<file path="config.mk">
export PLATFORM = sky130hd
export DESIGN_NAME = lfu_handle_cache
export DESIGN_NICKNAME = d
export VERILOG_FILES = /design/src/rtl/core/lfu_hc_pkg.sv /design/src/rtl/core/lfu_handle_cache.sv /design/src/rtl/core/lfu_hc_ram.sv
export VERILOG_INCLUDE_DIRS = /design/src /design/src/rtl/core
export SDC_FILE = /design/constraint.sdc
export NUM_CORES = 2
export LEC_CHECK = 0
export BUFFER_PORTS_ARGS = -buffer_cell sky130_fd_sc_hd__buf_4
export CAP_MARGIN = 5
export CORE_MARGIN = 2
export CORE_UTILIZATION = 35
export CTS_BUF_LIST = sky130_fd_sc_hd__clkbuf_2 sky130_fd_sc_hd__clkbuf_4 sky130_fd_sc_hd__clkbuf_8
export DETAILED_ROUTE_END_ITERATION = 10
export GPL_ROUTABILITY_DRIVEN = 0
export PLACE_DENSITY_LB_ADDON = 0.08
export SKIP_LAST_GASP = 1
export SLEW_MARGIN = 20
export SYNTH_ARGS = -nofsm -noshare
export SYNTH_HDL_FRONTEND = slang
export SYNTH_HIERARCHICAL = 1
export SYNTH_SLANG_ARGS = --single-unit
export TNS_END_PERCENT = 100
</file>
<file path="constraint.sdc">
create_clock -name clk_i -period 16.55 [get_ports clk_i]
set_input_delay 2.4825 -clock clk_i [delete_from_list [all_inputs] [get_ports clk_i]]
set_output_delay 2.4825 -clock clk_i [all_outputs]
set_load 0.05 [all_outputs]
</file>
<file path="src/rtl/core/lfu_handle_cache_defines.svh">
// Assertion macros for the handle cache.
// Each macro expects clk_i and rst_ni in the scope where it is used.
`ifndef LFU_HANDLE_CACHE_DEFINES_SVH
`define LFU_HANDLE_CACHE_DEFINES_SVH

`ifndef SYNTHESIS
`define LFU_ASSERT(name, prop, msg) \
  name: assert property (@(posedge clk_i) disable iff (!rst_ni) (prop)) else $error(msg);
`define LFU_ASSERT_NEVER(name, cond, msg) \
  name: assert property (@(posedge clk_i) disable iff (!rst_ni) !(cond)) else $error(msg);
`else
`define LFU_ASSERT(name, prop, msg)
`define LFU_ASSERT_NEVER(name, cond, msg)
`endif

`endif

</file>
<file path="src/rtl/core/lfu_hc_pkg.sv">
`default_nettype none

package lfu_hc_pkg;

  // request opcodes
  localparam logic OpLookup = 1'b0;
  localparam logic OpInsert = 1'b1;

  // response status codes
  localparam logic [2:0] StHit       = 3'd0;
  localparam logic [2:0] StMiss      = 3'd1;
  localparam logic [2:0] StInserted  = 3'd2;
  localparam logic [2:0] StEvicted   = 3'd3;
  localparam logic [2:0] StDuplicate = 3'd4;

  localparam int unsigned KeyFieldW    = 32;
  localparam int unsigned HandleFieldW = 64;

  typedef struct packed {
    logic                    op;
    logic [KeyFieldW-1:0]    key;
    logic [HandleFieldW-1:0] handle;
  } req_t;

  typedef struct packed {
    logic [2:0]              status;
    logic [HandleFieldW-1:0] handle_out;
    logic [KeyFieldW-1:0]    evicted_key;
  } rsp_t;

endpackage

`default_nettype wire

</file>
<file path="src/rtl/core/lfu_handle_cache.sv">
// LFU handle cache: a small fully associative key -> handle table with
// per-slot use counts and least-frequently-used replacement.
// Request channel (req_valid_i / req_ready_o / req_i): op selects lookup or
// insert; key and handle ride along. Response channel (rsp_valid_o /
// rsp_ready_i / rsp_o): exactly one response per request, in order.
// Slot data (key, handle, count) sits in one synchronous RAM; valid bits are
// flops. Every request scans all POOL_ENTRIES slots through the single RAM
// read port (one slot per cycle, registered read data), then a finish
// cycle writes back the count bump or the new entry and loads the response.
// The block takes no new request until the one in service leaves its finish
// cycle, so requests are served one at a time.
// req_ready_o is high while no request is in service, even if a response
// still waits in the output register; a new scan then holds in its finish
// cycle until the receiver takes the pending response.
// Reset clears all valid bits (empty table); RAM contents need no clearing.
`default_nettype none

`include "lfu_handle_cache_defines.svh"

module lfu_handle_cache #(
  parameter int unsigned POOL_ENTRIES = 10,
  parameter int unsigned KEY_BITS     = 32,
  parameter int unsigned COUNT_BITS   = 16
) (
  input  wire logic              clk_i,
  input  wire logic              rst_ni,
  input  wire logic              req_valid_i,
  output logic                   req_ready_o,
  input  wire lfu_hc_pkg::req_t  req_i,
  output logic                   rsp_valid_o,
  input  wire logic              rsp_ready_i,
  output lfu_hc_pkg::rsp_t       rsp_o
);

  localparam int unsigned IDX_W  = (POOL_ENTRIES > 1) ? $clog2(POOL_ENTRIES) : 1;
  localparam int unsigned HW     = lfu_hc_pkg::HandleFieldW;
  localparam int unsigned WORD_W = KEY_BITS + HW + COUNT_BITS;
  localparam logic [IDX_W-1:0] LastIdx = IDX_W'(POOL_ENTRIES - 1);

  typedef enum logic [1:0] {StIdle, StScan, StDrain, StFinish} state_e;

  state_e state_q;

  // request being served
  logic                  op_q;
  logic [KEY_BITS-1:0]   key_q;
  logic [HW-1:0]         handle_q;

  // scan pipeline: read issued with rd_idx_q, compared in the cycle after
  logic [IDX_W-1:0]      rd_idx_q;
  logic                  cmp_vld_q;
  logic [IDX_W-1:0]      cmp_idx_q;

  // scan results
  logic                  hit_q;
  logic [IDX_W-1:0]      hit_idx_q;
  logic [HW-1:0]         hit_handle_q;
  logic [COUNT_BITS-1:0] hit_uses_q;
  logic                  free_found_q;
  logic [IDX_W-1:0]      free_idx_q;
  logic                  vic_found_q;
  logic [IDX_W-1:0]      vic_idx_q;
  logic [KEY_BITS-1:0]   vic_key_q;
  logic [COUNT_BITS-1:0] vic_uses_q;

  logic [POOL_ENTRIES-1:0] valid_q;

  logic                  rsp_valid_q;
  lfu_hc_pkg::rsp_t      rsp_q;

  // RAM ports
  logic                  ram_we;
  logic [IDX_W-1:0]      ram_waddr;
  logic [WORD_W-1:0]     ram_wdata;
  logic                  ram_re;
  logic [WORD_W-1:0]     ram_rdata;

  lfu_hc_ram #(
    .DEPTH (POOL_ENTRIES),
    .WIDTH (WORD_W)
  ) u_ram (
    .clk_i   (clk_i),
    .we_i    (ram_we),
    .waddr_i (ram_waddr),
    .wdata_i (ram_wdata),
    .re_i    (ram_re),
    .raddr_i (rd_idx_q),
    .rdata_o (ram_rdata)
  );

  // unpack the word read back: {key, handle, uses}
  logic [KEY_BITS-1:0]   rd_key;
  logic [HW-1:0]         rd_handle;
  logic [COUNT_BITS-1:0] rd_uses;
  assign rd_key    = ram_rdata[WORD_W-1 -: KEY_BITS];
  assign rd_handle = ram_rdata[COUNT_BITS +: HW];
  assign rd_uses   = ram_rdata[COUNT_BITS-1:0];

  // incoming key narrowed or zero-extended to KEY_BITS
  logic [63:0]         req_key_ext;
  logic [KEY_BITS-1:0] req_key;
  assign req_key_ext = {32'b0, req_i.key};
  assign req_key     = req_key_ext[KEY_BITS-1:0];

  logic req_fire;
  logic fin_go;
  assign req_ready_o = (state_q == StIdle);
  assign req_fire    = req_valid_i && req_ready_o;
  assign fin_go      = (state_q == StFinish) && (!rsp_valid_q || rsp_ready_i);
  assign ram_re      = (state_q == StScan);

  // per-slot compare on the returning read
  logic slot_valid;
  logic slot_match;
  logic slot_free;
  logic vic_take;
  always_comb begin
    slot_valid = valid_q[cmp_idx_q];
    slot_match = cmp_vld_q && slot_valid && (rd_key == key_q);
    slot_free  = cmp_vld_q && !slot_valid && !free_found_q;
    vic_take   = cmp_vld_q && slot_valid &&
                 (!vic_found_q || (rd_uses < vic_uses_q) ||
                  ((rd_uses == vic_uses_q) && (rd_key < vic_key_q)));
  end

  // finish cycle: decide the outcome and the write-back
  logic [COUNT_BITS-1:0] uses_inc;
  logic [63:0]           ev_ext;
  lfu_hc_pkg::rsp_t      rsp_d;
  logic                  do_insert;
  always_comb begin
    uses_inc  = (&hit_uses_q) ? hit_uses_q : hit_uses_q + COUNT_BITS'(1);
    ev_ext    = '0;
    ev_ext[KEY_BITS-1:0] = vic_key_q;
    rsp_d     = '0;
    do_insert = 1'b0;
    ram_we    = 1'b0;
    ram_waddr = hit_idx_q;
    ram_wdata = {key_q, hit_handle_q, uses_inc};
    if (op_q == lfu_hc_pkg::OpLookup) begin
      if (hit_q) begin
        rsp_d.status     = lfu_hc_pkg::StHit;
        rsp_d.handle_out = hit_handle_q;
        ram_we           = fin_go;
      end else begin
        rsp_d.status = lfu_hc_pkg::StMiss;
      end
    end else if (hit_q) begin
      rsp_d.status = lfu_hc_pkg::StDuplicate;
    end else begin
      do_insert = 1'b1;
      ram_we    = fin_go;
      ram_wdata = {key_q, handle_q, COUNT_BITS'(1)};
      if (free_found_q) begin
        rsp_d.status = lfu_hc_pkg::StInserted;
        ram_waddr    = free_idx_q;
      end else begin
        rsp_d.status      = lfu_hc_pkg::StEvicted;
        rsp_d.evicted_key = ev_ext[31:0];
        ram_waddr         = vic_idx_q;
      end
    end
  end

  always_ff @(posedge clk_i or negedge rst_ni) begin
    if (!rst_ni) begin
      state_q      <= StIdle;
      op_q         <= lfu_hc_pkg::OpLookup;
      key_q        <= '0;
      handle_q     <= '0;
      rd_idx_q     <= '0;
      cmp_vld_q    <= 1'b0;
      cmp_idx_q    <= '0;
      hit_q        <= 1'b0;
      hit_idx_q    <= '0;
      hit_handle_q <= '0;
      hit_uses_q   <= '0;
      free_found_q <= 1'b0;
      free_idx_q   <= '0;
      vic_found_q  <= 1'b0;
      vic_idx_q    <= '0;
      vic_key_q    <= '0;
      vic_uses_q   <= '0;
      valid_q      <= '0;
      rsp_valid_q  <= 1'b0;
      rsp_q        <= '0;
    end else begin
      cmp_vld_q <= (state_q == StScan);
      cmp_idx_q <= rd_idx_q;

      if (slot_match) begin
        hit_q        <= 1'b1;
        hit_idx_q    <= cmp_idx_q;
        hit_handle_q <= rd_handle;
        hit_uses_q   <= rd_uses;
      end
      if (slot_free) begin
        free_found_q <= 1'b1;
        free_idx_q   <= cmp_idx_q;
      end
      if (vic_take) begin
        vic_found_q <= 1'b1;
        vic_idx_q   <= cmp_idx_q;
        vic_key_q   <= rd_key;
        vic_uses_q  <= rd_uses;
      end

      // a new response replaces one taken in the same cycle
      if (fin_go) begin
        rsp_valid_q <= 1'b1;
      end else if (rsp_valid_q && rsp_ready_i) begin
        rsp_valid_q <= 1'b0;
      end

      unique case (state_q)
        StIdle: begin
          if (req_fire) begin
            op_q         <= req_i.op;
            key_q        <= req_key;
            handle_q     <= req_i.handle;
            rd_idx_q     <= '0;
            hit_q        <= 1'b0;
            free_found_q <= 1'b0;
            vic_found_q  <= 1'b0;
            state_q      <= StScan;
          end
        end
        StScan: begin
          if (rd_idx_q == LastIdx) begin
            state_q <= StDrain;
          end else begin
            rd_idx_q <= rd_idx_q + IDX_W'(1);
          end
        end
        StDrain: begin
          state_q <= StFinish;
        end
        StFinish: begin
          if (fin_go) begin
            rsp_q <= rsp_d;
            if (do_insert) begin
              valid_q[ram_waddr] <= 1'b1;
            end
            state_q <= StIdle;
          end
        end
        default: begin
          state_q <= StIdle;
        end
      endcase
    end
  end

  assign rsp_valid_o = rsp_valid_q;
  assign rsp_o       = rsp_q;

  // eviction only ever happens with a full table
  `LFU_ASSERT(a_evict_only_full, (state_q == StFinish && !free_found_q) |-> (&valid_q),
              "victim chosen while a free slot exists")
  // slots are never released
  `LFU_ASSERT(a_valid_monotonic, $countones(valid_q) >= $past($countones(valid_q)),
              "valid slot count dropped")
  // an insert marks its slot valid
  `LFU_ASSERT(a_insert_sets_valid, (fin_go && do_insert) |=> valid_q[$past(ram_waddr)],
              "inserted slot not marked valid")
  // the RAM is written only in the finish cycle
  `LFU_ASSERT_NEVER(a_no_stray_write, ram_we && (state_q != StFinish),
                    "RAM written outside the finish cycle")

endmodule

`default_nettype wire

</file>
<file path="src/rtl/core/lfu_hc_ram.sv">
`default_nettype none

// Simple dual-port RAM: one write port, one read port, registered read data.
module lfu_hc_ram #(
  parameter int unsigned DEPTH = 10,
  parameter int unsigned WIDTH = 112,
  localparam int unsigned AW = (DEPTH > 1) ? $clog2(DEPTH) : 1
) (
  input  wire logic             clk_i,
  input  wire logic             we_i,
  input  wire logic [AW-1:0]    waddr_i,
  input  wire logic [WIDTH-1:0] wdata_i,
  input  wire logic             re_i,
  input  wire logic [AW-1:0]    raddr_i,
  output logic      [WIDTH-1:0] rdata_o
);

  logic [WIDTH-1:0] mem_q [DEPTH];
  logic [WIDTH-1:0] rdata_q;

  always_ff @(posedge clk_i) begin
    if (we_i) begin
      mem_q[waddr_i] <= wdata_i;
    end
  end

  always_ff @(posedge clk_i) begin
    if (re_i) begin
      rdata_q <= mem_q[raddr_i];
    end
  end

  assign rdata_o = rdata_q;

endmodule

`default_nettype wire
</file>
==> impl_summary.md <==
Critical path
The critical path is of the in2reg type. STA classifies the critical path endpoint as a register. On the critical path, the stage with the largest delay is an instance of buf_4.

The startpoint of the lowest-slack register-to-register path is op_q. The critical path arrival is 5.48 ns. The endpoint required time on the critical path is 17.10 ns. The peak fanout along the critical path is 54. For the worst flop-to-flop path, the logic depth is 7. The category of the worst setup path launch point is a primary input.

Among the stages of the critical path, the cell type that occurs most often is buf_4. The maximum single-stage delay on the critical path is 0.84 ns. Tracing the worst setup path back leads to its startpoint at rsp_ready_i.

Walking the worst path, the cells encountered are buf_4 > nand2b_1 > nand2_4 > a21oi_1 > or3b_2 > nor2_4 > buf_4.

Clocking
Counting the buffers created by CTS gives 299. The clock passes through at most 4 buffers. The total of cells resized after clock tree synthesis is 0.

The clock sink total is around 1600. After clock tree synthesis, the flow added hold-fix buffers numbering 0. The cell at the root of the clock tree is clkbuf_8. The TritonCTS clock tree is built.

The latest clock arrival within the worst-skew pair is 0.97 ns. The clock-pin slew on the worst setup and hold paths is 0.06 ns. The level count of the clock H-tree is 5. The number of setup buffers added after CTS is 0.

Layout
The number of nets in the layout is 4248. The layout overhead on the synthesized area is 15.8%. The share of post-route cells with drive strength above 1 is ~30%. The finished layout holds 6682 standard cells, fillers aside.

Synthesis
The fraction of synthesis flops using an asynchronous set or reset pin is 22.7%. After synthesis, the cell types taking the most area are edfxtp_1 59%, dfrtp_1 14%, mux2_2 8.2%. The cell taking the most area after synthesis is edfxtp_1. The synthesized netlist net count is 3879.

The number of unique standard cell types used by synthesis is 59. The area share of the largest cell type after synthesis is approximately three fifths. The total of flip-flops plus latches after synthesis is 1593. The synthesized instance count is 3724. The cell area that synthesis handed to floorplanning was 63200 µm². For this run, the register share of the synthesized area comes to 72.8%.

Among all flip-flop cells after synthesis, the most frequent one is edfxtp_1. A synthesized cell averages 17.0 µm². For this run, the number of Yosys warnings is 6. In this run, synthesis inferred 1232 flip-flops with an integrated enable.

Timing
The share of the clock period used by the worst path is 29.8%. The count of endpoints failing hold in the final timing report is 0. In this run the tightest slew margin relative to its limit is 27.6%. The final-layout worst hold slack is 0.425 ns. Setup repair after global routing left no endpoint under its margin. The shortest period the worst path allows is 4.93 ns. The number of pins with negative max-slew slack in the final report is 0. The setup TNS is 0 ns. For the pin with the worst max-slew slack, the measured transition is 1.09 ns. The final worst clock skew is 0.0614 ns. For this run, the top clock speed supported by timing is 203 MHz. Setup violations remaining at the end of the flow were counted as 0.

Floorplan
The cell row count is 156. The width of the die is 429 µm. The boundary pin count is between 200 and 250. For this configuration, the core starts out at a cell density of 35.1%. The die is 429 µm tall. In this run the standard cell core region covers 180000 µm². The die covers 184000 µm².

Power and ir drop
For this design the static power due to leakage is ~0.027 µW. IR analysis of the VDD net gives a maximum drop of around 0.13 mV. In this run the power density over the cells is 177 nW/µm².

Place
The quantity of I/O buffers inserted on ports is 201. The HPWL reported at the end of detailed placement is 90.5 mm. The number of placed instances, taps included, is 6160.

Drt
The detail-routed net length per standard cell is 24.4 µm. The routed layout has 33689 vias. In the routed design, unresolved DRC markers number 0. The sum of routed wire length over all layers is 163 mm. The detailed router finished its first iteration with about 2200 violations. Using the TritonRoute via totals, the vias-per-cell ratio works out to 5.04. Once detail routing completed, the nets flagged for antenna violations numbered 0.

Before antenna repair, the detailed router went through 5 iterations.

Global route
The number of antenna violations at the first check in global routing was 5. Entering global routing, the biggest net connects 130 pins. The total global-route track usage is 17.4%. The global-route wire length before repair is ~240 mm. The number of global-route vias before repair is 35369. Global routing finished with a remaining overflow of 0.

Hold path
The class of the tightest hold or removal check is reg2reg. Counting instances, the worst hold path has a depth of 1. The worst hold path begins at u_ram/rdata_o[41].

Job
The tool flagged a number of max-cap violations equal to 0.

Outcome
The flow ran to the end, and the final reports show no timing, DRC or antenna violations.
[final cells by class]
| class | count | area (µm²) |
|---|---|---|
| Clock buffer | 451 | 5410 |
| Clock inverter | 67 | 388 |
| Timing Repair Buffer | 267 | 2120 |
| Sequential cell | 1593 | 46000 |
| Antenna cell | 2 | 5.00 |
| Inverter | 57 | 214 |
| Fill cell | 16481 | 107000 |
| Tap cell | 2370 | 2970 |
| Multi-Input combinational cell | 1875 | 16100 |
[cell families after synthesis]
logic type | count (synthesis) | share of synthesized area, %
XOR/XNOR | 43 | 0.596
buffers and inverters | 256 | 2.05
adder cells (fa/ha/maj) | 54 | 1.07
AO/OA/AOI/OAI | 517 | 6.24
multiplexers | 806 | 14.2
flip-flops | 1593 | 72.8
AND/OR/NAND/NOR | 455 | 3.03
[routing by layer]
metal / routed length [µm] / part of all wire [%] / track usage, %
met5: 0 / 0 / 0
met4: 3770 / 2.3 / 5.53
met3: 5210 / 3.2 / 2.94
met2: 77800 / 48 / 28.1
met1: 76000 / 47 / 24.0
[final timing paths]
check | end | slack, ns
worst max-delay path | u_ram/mem_q[1][95] | 11.62
worst min-delay path | hit_handle_q[25] | 0.42
worst max register to register | u_ram/mem_q[5][109] | 12.03
worst min register to register | hit_handle_q[25] | 0.42
max in group asynchronous | rd_idx_q[3] | 12.90
min in group asynchronous | handle_q[56] | 1.53
[registers in the layout, indices dropped and copies added, names as in the netlist, 2 cells and up]
| name | count |
|---|---|
| key_q | 32 |
| u_ram/mem_q | 1120 |
| rd_idx_q | 4 |
| vic_key_q | 32 |
| vic_idx_q | 4 |
| valid_q | 10 |
| cmp_idx_q | 4 |
| rsp_o | 99 |
| hit_idx_q | 4 |
| hit_handle_q | 64 |
| state_q | 2 |
| vic_uses_q | 16 |
| hit_uses_q | 16 |
| handle_q | 64 |
| u_ram/rdata_o | 112 |
| free_idx_q | 4 |
[metrics by stage]
stage / utilization [%] / cell area, µm² / power, µW / setup WS, ns
finish: 40.6 / 73200 / 12900 / 11.62
global route: 40.6 / 73200 / 13600 / 11.52
CTS: 40.6 / 73100 / 13200 / 11.47
detailed placement: 37.4 / 67400 / 9380 / 10.39
global placement: 37.4 / 67300 / 9370 / 10.38
floorplan: - / 63200 / 8040 / 4.44
[synth_stat cells, types with 2 or more instances]
library cell	number
edfxtp_1	1232
mux2_2	459
dfrtp_1	361
nand2_1	337
mux2i_1	232
a22o_1	208
o22ai_1	114
clkbuf_1	102
o31ai_1	102
mux2_1	64
inv_1	57
ha_1	54
mux2_4	49
nor2_1	40
buf_2	37
xnor2_1	33
a21oi_1	30
buf_1	18
buf_4	18
buf_6	18
nand4_1	17
a21o_1	15
nand3_1	14
o21ai_0	14
o31ai_2	10
xor2_1	10
nand2b_1	8
nor3_1	8
a211oi_1	6
and2_1	6
and3_1	6
a31oi_1	4
buf_12	4
and4_1	3
nor2b_1	3
o21a_1	3
a21boi_0	2
buf_8	2
mux4_2	2
nand3b_1	2
nor4_1	2
[layout by cell type (no fill, tap or decap), types with 5 or more instances in the layout]
master / n
a211oi_1: 5
a21o_1: 15
a21oi_1: 30
a22o_1: 208
and2_1: 5
and3_1: 6
buf_12: 7
buf_4: 258
clkbuf_4: 128
clkbuf_8: 323
clkinv_1: 45
clkinv_2: 15
dfrtp_1: 359
edfxtp_1: 1232
ha_1: 53
inv_1: 57
mux2_1: 64
mux2_2: 459
mux2_4: 49
mux2i_1: 232
nand2_1: 334
nand2b_1: 7
nand3_1: 14
nand4_1: 17
nor2_1: 31
nor2_4: 9
o21ai_0: 14
o22ai_1: 114
o31ai_1: 102
o31ai_2: 10
xnor2_1: 33
xor2_1: 10
[where the power goes]
| group | switching [µW] | leakage (µW) | internal, µW |
|---|---|---|---|
| Clock | 1600 | 0.00310 | 2130 |
| Sequential | 484 | 0.0156 | 5290 |
| Combinational | 2140 | 0.00817 | 1290 |
| Total | 4230 | 0.0269 | 8720 |
[worst max-delay path, delay by kind of cell]
kind                   cells  cell delay (ns)
and+or+nand+nor            4             1.60
AOI/OAI and AO/OA          1             0.38
buffers and inverters      2             0.91
Note: power is estimated with default switching activity, not from simulation.
